==> config.mk <==
export PLATFORM = sky130hd
export DESIGN_NAME = gbf_ram
export DESIGN_NICKNAME = d
export VERILOG_FILES = /design/src/rtl/gbf_pkg.sv /design/src/rtl/gbf_ram.sv
export SDC_FILE = /design/constraint.sdc
export NUM_CORES = 1
export LEC_CHECK = 0
export ABC_AREA = 0
export BUFFER_PORTS_ARGS = -buffer_cell sky130_fd_sc_hd__buf_4
export CORE_UTILIZATION = 60
export CTS_BUF_LIST = sky130_fd_sc_hd__clkbuf_8
export DETAILED_ROUTE_END_ITERATION = 6
export HOLD_SLACK_MARGIN = 0.12
export PLACE_DENSITY = 0.76
export SLEW_MARGIN = 20
export SYNTH_ARGS = -nofsm -noshare
export SYNTH_HDL_FRONTEND = slang
export SYNTH_SLANG_ARGS = --single-unit
==> constraint.sdc <==
create_clock -name i_clk -period 2.5 [get_ports i_clk]
set_clock_uncertainty 0.05 [all_clocks]
set_input_delay 0.5 -clock i_clk [delete_from_list [all_inputs] [get_ports i_clk]]
set_output_delay 0.5 -clock i_clk [all_outputs]
set_load 0.03 [all_outputs]
==> src/rtl/gbf_pkg.sv <==
// ----------------------------------------------------------------------------
// gbf_pkg - shared types and codes of the graph bridge finder
// Table sizes, command codes, result kinds and the sequencer state type.
// ----------------------------------------------------------------------------
`timescale 1ns / 1ps
`default_nettype none

package gbf_pkg;

    // Table sizes
    localparam int MAX_NODES = 64;
    localparam int MAX_EDGES = 256;

    // Command codes
    localparam logic [1:0] OP_CLEAR = 2'd0;
    localparam logic [1:0] OP_LOAD  = 2'd1;
    localparam logic [1:0] OP_RUN   = 2'd2;

    // Result kinds
    localparam logic [1:0] KIND_BRIDGE = 2'd0;
    localparam logic [1:0] KIND_DONE   = 2'd1;
    localparam logic [1:0] KIND_ACK    = 2'd2;
    localparam logic [1:0] KIND_FULL   = 2'd3;

    // Search sequencer states
    typedef enum logic [2:0] {
        S_IDLE,
        S_CLEAR,
        S_FETCH,
        S_EDGE,
        S_DISC,
        S_POP
    } t_state;

endpackage

`default_nettype wire

==> src/rtl/gbf_ram.sv <==
// ----------------------------------------------------------------------------
// gbf_ram - simple dual-port synchronous RAM
// One write port and one read port, read data registered.
// ----------------------------------------------------------------------------
`timescale 1ns / 1ps
`default_nettype none

module gbf_ram
    import gbf_pkg::*;
#(
    parameter int WIDTH = 8,
    parameter int DEPTH = 64,
    parameter int AW    = (DEPTH > 1) ? $clog2(DEPTH) : 1
) (
    input  wire logic             i_clk,
    input  wire logic             i_we,
    input  wire logic [AW-1:0]    i_waddr,
    input  wire logic [WIDTH-1:0] i_wdata,
    input  wire logic [AW-1:0]    i_raddr,
    output logic      [WIDTH-1:0] o_rdata
);

    logic [WIDTH-1:0] r_mem [DEPTH];

    // Write the addressed entry
    always_ff @(posedge i_clk) begin
        if (i_we) begin
            r_mem[i_waddr] <= i_wdata;
        end
    end

    // Register the read beat
    always_ff @(posedge i_clk) begin
        o_rdata <= r_mem[i_raddr];
    end

endmodule

`default_nettype wire

==> run_results.csv, run 1 <==
group,metric,value,unit
status,outcome,"finished clean",
drt,drtPass1Iterations,5,
logic_synthesis,syn-num-nets,962,
logic_synthesis,synthCells,940,
hold_path,hp-class,"in2reg",
logic_synthesis,yosys.area.top_type,"edfxtp_1",
logic_synthesis,synth_cell_type_count,40,
grt,grt_antenna_before_repair,0,
setup_path,path_cells,"mux4_2 -> mux2_2 -> o221a_2 -> nor3_1 -> o32ai_1",
final_layout,drive_gt1_share,32.8,%
logic_synthesis,synth_area_per_cell,21.5,um2
logic_synthesis,synth.most_common_cell,"edfxtp_1",
grt,overflow,0,
hold_path,worstHoldStart,"i_raddr[5]",
floorplan,coreArea,32800,um2
drt,antenna_left,0,
setup_path,critPathLaunch,"r_mem[24][6]",
clock_network,post_cts_buffers,0,
logic_synthesis,synth-edff-count,512,
final_layout,fillers,1982,
job,maxCapViolations,0,
place,finalWeightedCongestion,0.833,
floorplan,io_pins,30,
clock_network,hold_buffers,0,
clock_network,cts_tree,"built",
grt,grt_start_max_net_pins,65,
pwr,p_per_area,729,nW/um2
sta,holdWs,200,ps
place,dpl.hpwl,26.3,mm
sta,worst_slew_pin_slew,722,ps
sta,finalSetupViolations,0,
sta,maxSlewHeadroom,51.9,%
pwr,p_total,16.8,mW
grt,groute.usage.overall,26.3,%
sta,period_share,85.3,%
setup_path,critPathKind,"reg2reg",
setup_path,crit_path_end_kind,"register",
floorplan,die_h,185,um
clock_network,cts_root_buffer,"clkbuf_8",
final_layout,final_core_util,70.3,%
logic_synthesis,synth_top_cell_area_share,76.2,%
sta,final_hold_viol_count,0,
sta,clock.fmax,469,MHz
logic_synthesis,synth_area_leaders,"edfxtp_1, mux4_2, nor2_1",
drt,vias_per_cell,6.26,
logic_synthesis,yosys_most_used_dff,"edfxtp_1",
logic_synthesis,seq_area_frac_synth,77.0,%
clock_network,path_clk_slew,60,ps
hold_path,whs_path_depth,2,
grt,grt_pass1_vias,10300,
final_layout,nets,1144,
floorplan,fp.dieArea,34300,um2
drt,vias,10100,
logic_synthesis,async_flop_share,0,%
setup_path,r2r_start,"r_mem[24][6]",
clock_network,htreeDepth,3,
setup_path,cp.required,2930,ps
clock_network,max-clock-path-buffers,3,
setup_path,crit_fanout,1,
pwr,total_leakage_power,7.60,nW
drt,wl_per_cell,26.2,um
floorplan,start_util,61.5,%
grt,grt_pass1_wl,63.6,mm
logic_synthesis,ys_top_cells_by_count,"edfxtp_1, mux4_2, nor2_1, mux2i_1, nand2_1",
place,numPortBuffers,29,
clock_network,cts_repair_resize_count,0,
drt,drt_iter0_markers,1110,
setup_path,rr_worst_depth,5,
logic_synthesis,syn_area,20200,um2
floorplan,rows,66,
sta,drv_slew,0,
floorplan,dieWidth,185,um
drt,drt_wl_total,42.5,mm
setup_path,cp-start-kind,"register",
setup_path,cp.arrival,2570,ps
clock_network,cts_sinks,520,
setup_path,cp_slowest_stage_delay,450,ps
logic_synthesis,ys_ff_latch,520,
logic_synthesis,yosys_warnings,0,
setup_path,slowest_stage,"mux4_2",
sta,rsz0062_at_grt,"no",
final_layout,num_antenna_cells,0,
final_layout,area_delta_synth_final,14.4,%
sta,fin_crit,2130,ps
clock_network,cts_buffers,79,
pwr,ir_drop,0.000402,V
clock_network,insertion_delay,620,ps
drt,drc,0,
[cells in the final DEF, fill, tap and decap left out, types with 6 or more instances in the layout]
cell / count
o221ai_1: 8
mux4_2: 126
buf_4: 140
buf_12: 11
nor3_1: 7
nand3_1: 13
nor2b_1: 14
clkinv_1: 11
edfxtp_1: 512
clkbuf_8: 84
o22ai_1: 8
inv_1: 31
dfxtp_1: 8
nor2_1: 83
mux2i_1: 23
nand2b_1: 7
mux2_2: 13
nand2_1: 19
a221oi_1: 6
[worst paths after layout]
| check | to | slack, ps |
|---|---|---|
| setup reg to reg | o_rdata[6] | 370 |
| hold reg to reg | o_rdata[1] | 780 |
| setup / recovery | o_rdata[6] | 370 |
| hold / removal | o_rdata[5] | 200 |
[registers in the layout, indices dropped and copies added (netlist names)]
name,cells
o_rdata,8
r_mem,512
[worst max-delay path, delay by kind of cell (launching register included)]
| family | cells | cell delay (ps) |
|---|---|---|
| AOI/OAI and AO/OA | 2 | 430 |
| DFF | 1 | 360 |
| muxes | 2 | 760 |
| and+or+nand+nor | 1 | 390 |
[cell type report]
type | count | area, um2 | share of cell area (%)
well taps | 442 | 553 | 2.40
repair buffers | 152 | 1280 | 5.57
clock buffers | 83 | 1140 | 4.95
multi-input cells | 369 | 4320 | 18.7
clock inverters | 52 | 230 | 0.998
flip-flops and latches | 520 | 15500 | 67.4
[power breakdown]
part           internal, mW  switching, mW  total [mW]
Sequential             9.65         0.0313        9.68
Combinational         0.406          0.573       0.978
Clock                  3.07           3.08        6.15
Total                  13.1           3.69        16.8
[per-stage QoR]
stage | worst slack, ps | TNS [ps] | std cells | cell area, um2
final | 367 | 0 | 1618 | 23100
after global routing | 271 | 0 | 1618 | 23100
after CTS | 383 | 0 | 1618 | 23100
after detailed placement | -250 | -617 | 1483 | 21700
after global placement | -242 | -539 | 1483 | 21700
after floorplan | 282 | 0 | 940 | 20200
[cell families after synthesis]
group	Yosys count	share of synthesized area (%)
muxes	162	15.9
buffers and inverters	51	1.57
AOI/OAI and AO/OA	54	2.07
DFF	520	77.0
and+or+nand+nor	153	3.39
[metal layers]
layer | share of wire, % | vias up | global-route usage [%]
li1 | - | 4303 | -
met1 | 42 | 5313 | 38.8
met2 | 49 | 454 | 40.6
met3 | 7.8 | 64 | 4.50
met4 | 2.1 | 0 | 8.79
met5 | 0 | - | 0
Note: power is estimated with default switching activity, not from simulation.
==> run 2, diff against run 1 <==
--- a/config.mk
+++ b/config.mk
@@ -7,12 +7,11 @@
 export LEC_CHECK = 0
 export ABC_AREA = 0
 export BUFFER_PORTS_ARGS = -buffer_cell sky130_fd_sc_hd__buf_4
-export CORE_UTILIZATION = 60
+export CORE_UTILIZATION = 35
 export CTS_BUF_LIST = sky130_fd_sc_hd__clkbuf_8
 export DETAILED_ROUTE_END_ITERATION = 6
 export HOLD_SLACK_MARGIN = 0.12
-export PLACE_DENSITY = 0.76
-export SLEW_MARGIN = 20
+export SLEW_MARGIN = 10
 export SYNTH_ARGS = -nofsm -noshare
 export SYNTH_HDL_FRONTEND = slang
 export SYNTH_SLANG_ARGS = --single-unit
==> run 2 against run 1 <==
Compared with the run above:
- via count is 1.1% lower
- sequential share of layout area is 1.9 points lower
- combinational power hardly changed
- sequential power hardly changed
- highest routed layer is now met5
- wire length is 10% higher
==> run_results.csv, run 2 (same netlist as run 1, synthesis figures left out) <==
group,metric,value,unit
clock_network,cts_tree,"built",
sta,drv_slew,0,
sta,period_share,78.3,%
drt,vias,10000,
place,numPortBuffers,29,
place,finalWeightedCongestion,0.803,
floorplan,start_util,35.6,%
sta,rsz0062_at_grt,"no",
sta,finalSetupViolations,0,
sta,tns,0,ps
pwr,ir_drop,0.000364,V
setup_path,cp.arrival,2480,ps
grt,groute.usage.overall,16.2,%
sta,clock.fmax,511,MHz
clock_network,cts_buffers,85,
final_layout,num_antenna_cells,0,
sta,fin_crit,1960,ps
setup_path,crit_fanout,1,
drt,drt_wl_total,46.7,mm
status,outcome,"finished clean",
job,maxCapViolations,0,
hold_path,hp-class,"in2reg",
floorplan,coreArea,56700,um2
final_layout,largest_reg_flops,512,
sta,maxSlewHeadroom,51.3,%
final_layout,nets,1161,
place,dpl.hpwl,29.2,mm
place,dpl.cell_count,1807,
drt,drc,0,
grt,overflow,0,
clock_network,max-clock-path-buffers,3,
grt,grt_pass1_vias,10400,
clock_network,cts_sinks,520,
grt,grt_start_max_net_pins,65,
pwr,p_per_area,743,nW/um2
drt,drtPass1Iterations,5,
clock_network,post_cts_buffers,0,
pwr,total_leakage_power,7.72,nW
floorplan,rows,87,
clock_network,cts_root_buffer,"clkbuf_8",
final_layout,reg_top3,"r_mem x512, o_rdata x8",
sta,final_hold_viol_count,0,
floorplan,die_h,242,um
final_layout,instances_no_fill,1964,
grt,grt_pass1_wl,68.9,mm
floorplan,fp.dieArea,58600,um2
floorplan,io_pins,30,
setup_path,cp-start-kind,"register",
final_layout,drive_gt1_share,33.5,%
drt,vias_per_cell,5.10,
drt,drt_iter0_markers,850,
clock_network,htreeDepth,3,
floorplan,dieWidth,242,um
grt,grt_antenna_before_repair,3,
setup_path,crit_path_end_kind,"register",
clock_network,path_clk_slew,70,ps
clock_network,insertion_delay,680,ps
setup_path,critPathKind,"reg2reg",
drt,antenna_left,0,
setup_path,cp.required,3020,ps
final_layout,final_core_util,41.8,%
final_layout,area_delta_synth_final,17.6,%
final_layout,final_cell_mix,"edfxtp_1, buf_4, mux4_2",
drt,wl_per_cell,23.8,um
final_layout,regMostFlops,"r_mem",
final_layout,final_common_cell,"edfxtp_1",
sta,worst_slew_pin_slew,731,ps
run 2: cell count changes in the layout (fill, tap and decap cells not counted), sizes merged:
cell / before / now
inv: 35 / 31
clkbuf: 84 / 86
dlygate4sd3: 0 / 1
buf: 151 / 161
bufinv: 0 / 4
clkinv: 15 / 34
run 2: worst max-delay path, stage by stage, from the launching register on:
cell	delay, ps
edfxtp_1	370
mux4_2	490
mux2_2	280
o221a_2	270
nor3_1	190
buf_4	140
o32ai_1	70
run 2: report_power, final:
group / switching, mW / total (mW) / internal, mW
clock network: 3.32 / 6.93 / 3.61
logic: 0.599 / 1.01 / 0.412
registers: 0.0350 / 9.69 / 9.65
run 2: area by class of cell:
class	count	area (um2)
Timing Repair Buffer	163	1350
Tap cell	756	946
Multi-Input combinational cell	369	4320
Clock inverter	71	414
Fill cell	4957	33000
Clock buffer	85	1170
Sequential cell	520	15500
run 2: final timing paths:
check                           slack, ps    startpoint         end  cells past startpoint
worst max-delay path                  540  r_mem[21][6]  o_rdata[6]                      6
worst min-delay path                  270    i_raddr[4]  o_rdata[2]                      3
worst max register to register        540  r_mem[21][6]  o_rdata[6]                      6
worst min register to register        760  r_mem[26][6]  o_rdata[6]                      3
run 2: metrics by stage:
step	power, mW	setup slack, ps	hold slack [ps]	cell area (um2)
floorplan	10.4	282	549	20200
global placement	10.9	-102	740	22100
detailed placement	10.9	-156	774	22100
CTS	17.8	501	217	23700
global route	18.3	440	254	23700
finish	17.6	543	268	23700
run 2: repair_timing:
| action | CTS | global route |
|---|---|---|
| gates resized for setup | 0 | 0 |
| hold buffers | 1 | 0 |
| hold endpoints to repair | 1 | 0 |
run 2: layer usage:
layer  share of wire [%]  track usage, %  wire length (um)
met5               0.079               0                37
met3                 6.4            4.09              2970
met4                 2.6            6.24              1230
met1                  43            21.4             20100
met2                  48            25.7             22300
==> run 3, diff against run 2 <==
==> constraint.sdc (replaced) <==
create_clock -name i_clk -period 1.85 [get_ports i_clk]
set_clock_uncertainty 0.05 [all_clocks]
set_input_delay 0.37 -clock i_clk [delete_from_list [all_inputs] [get_ports i_clk]]
set_output_delay 0.37 -clock i_clk [all_outputs]
set_load 0.03 [all_outputs]
==> run 3 against run 2 <==
Compared with the run above:
- the run now ends with setup timing left
- worst hold slack got worse by 95 ps
- core utilization rose by 1.1 points
- count of clock-buffer cells in the layout fell by 4
- sequential power rose by 35%
- largest cell class unchanged
==> run_results.csv, run 3 (same netlist as run 1, synthesis figures left out) <==
group,metric,value,unit
hold_path,worstHoldStart,"i_wdata[0]",
grt,grt_antenna_before_repair,2,
drt,vias_per_cell,5.13,
final_layout,final_core_util,42.9,%
sta,period_share,105,%
hold_path,hold_end,"r_mem[2][0]",
pwr,ir_drop,0.000638,V
pwr,p_total,24.0,mW
floorplan,die_h,242,um
place,numPortBuffers,29,
sta,maxSlewHeadroom,54.8,%
grt,overflow,0,
clock_network,cts_tree,"built",
setup_path,slowest_stage,"mux4_2",
clock_network,post_cts_buffers,0,
status,violations,"setup timing",
hold_path,whs_path_depth,2,
floorplan,coreArea,56700,um2
final_layout,nets,1204,
setup_path,crit_fanout,1,
final_layout,final_area,24300,um2
clock_network,cts_root_buffer,"clkbuf_8",
sta,worst_slew_pin_slew,679,ps
pwr,pwr-share-seq,54.6,%
drt,drc,0,
final_layout,regMostFlops,"r_mem",
pwr,swShare,22.2,%
sta,clock.fmax,515,MHz
pwr,p_switching,5.32,mW
setup_path,r2r_setup_slack,-90,ps
final_layout,largest_reg_flops,512,
pwr,intPower,18.6,mW
pwr,p_per_area,985,nW/um2
place,dpl.hpwl,30.5,mm
floorplan,rows,87,
clock_network,path_clk_slew,60,ps
setup_path,r2r-end,"o_rdata[4]",
status,outcome,"complete, but fails checks",
clock_network,max-clock-path-buffers,3,
setup_path,cp.required,2320,ps
floorplan,dieWidth,242,um
floorplan,start_util,35.6,%
final_layout,final_common_cell,"edfxtp_1",
setup_path,cp-start-kind,"register",
sta,finalSetupViolations,3,
final_layout,final_cell_mix,"edfxtp_1, buf_4, mux4_2",
setup_path,path_cells,"mux4_2 -> mux2_4 -> o221a_4 -> nor3_2 -> buf_4 -> o32ai_1",
setup_path,path_depth,6,
grt,grt_pass1_wl,70.0,mm
floorplan,fp.dieArea,58600,um2
grt,groute.usage.overall,16.3,%
grt,grt_pass1_vias,10700,
setup_path,crit_path_end_kind,"register",
clock_network,cts_sinks,520,
grt,grt_start_max_net_pins,65,
setup_path,crit_family,"multiplexers",
sta,fin_crit,1940,ps
hold_path,hp-class,"in2reg",
final_layout,reg_top3,"r_mem x512, o_rdata x8",
drt,antenna_left,0,
pwr,total_leakage_power,8.01,nW
sta,final_hold_viol_count,0,
drt,wl_per_cell,23.4,um
job,maxCapViolations,0,
setup_path,cp.arrival,2410,ps
pwr,p_comb_share,6.3,%
drt,vias,10300,
sta,drv_slew,0,
final_layout,area_delta_synth_final,20.7,%
sta,rsz0062_at_grt,"yes",
drt,drt_wl_total,46.9,mm
sta,tns,-181,ps
clock_network,htreeDepth,3,
drt,drt_iter0_markers,873,
place,finalWeightedCongestion,0.831,
drt,drtPass1Iterations,5,
floorplan,io_pins,30,
setup_path,critPathKind,"reg2reg",
setup_path,rr_worst_depth,6,
sta,holdWs,173,ps
place,dpl_cell_area,22600,um2
final_layout,drive_gt1_share,37.9,%
sta,setup_ws,-92.8,ps
setup_path,cp_slowest_stage_delay,470,ps
pwr,p_clk_share,39.1,%
setup_path,r2r_start,"r_mem[20][4]",
setup_path,crit_buf_inv,1,
clock_network,insertion_delay,670,ps
clock_network,cts_buffers,81,
==> run 3: cell types whose count changed in the layout (fill, tap and decap cells not counted), moves of 5 or more <==
cell	before	now
buf_12	9	20
nor3_2	0	5
clkinv_1	28	20
buf_4	152	183
nor3_1	7	2
dlygate4sd3_1	1	6
nor2_1	83	72
nor2_2	0	11
==> run 3: worst max-delay path by stage <==
stage / startpoint / slack (ps) / to
after floorplan: i_raddr[0] / -120 / o_rdata[7]
after global routing: r_mem[20][4] / -140 / o_rdata[4]
after global placement: i_raddr[0] / -630 / o_rdata[7]
final: r_mem[20][4] / -90 / o_rdata[4]
after detailed placement: i_raddr[0] / -610 / o_rdata[0]
after CTS: r_mem[20][4] / -130 / o_rdata[4]
==> run 3: layer usage <==
layer / share of wire (%) / GRT usage [%]
met5: 0.028 / 0
met4: 2.3 / 5.92
met3: 6.7 / 3.61
met2: 47 / 25.5
met1: 44 / 22.4
==> run 3: power by group through the flow <==
| stage | Combinational (mW) | Clock [mW] | Sequential, mW |
|---|---|---|---|
| after floorplan | 0.716 | 0 | 13.4 |
| after detailed placement | 1.48 | 0 | 13.3 |
| final | 1.50 | 9.38 | 13.1 |
| after global placement | 1.46 | 0 | 13.3 |
| after CTS | 1.51 | 9.59 | 13.1 |
| after global routing | 1.60 | 10.1 | 13.1 |
==> run 3: timing repair <==
action,in CTS,in global routing
pin swaps,2,0
hold endpoints to repair,103,0
hold buffers,6,0
endpoints found under the setup margin,5,7
resized for setup,9,8
==> run 3: layout make-up <==
type	instances	area (um2)
fillers	4862	32400
diodes	1	2.50
repair buffers	210	1850
flip-flops and latches	520	15500
well taps	756	946
clock buffers	81	1110
multi-input cells	369	4440
clock inverters	66	449
==> run 3: per-stage QoR <==
step | setup WS (ps) | cells
after floorplan | -118 | 940
after global placement | -627 | 1849
after detailed placement | -605 | 1849
after CTS | -131 | 2002
after global routing | -145 | 2003
final | -92.8 | 2003
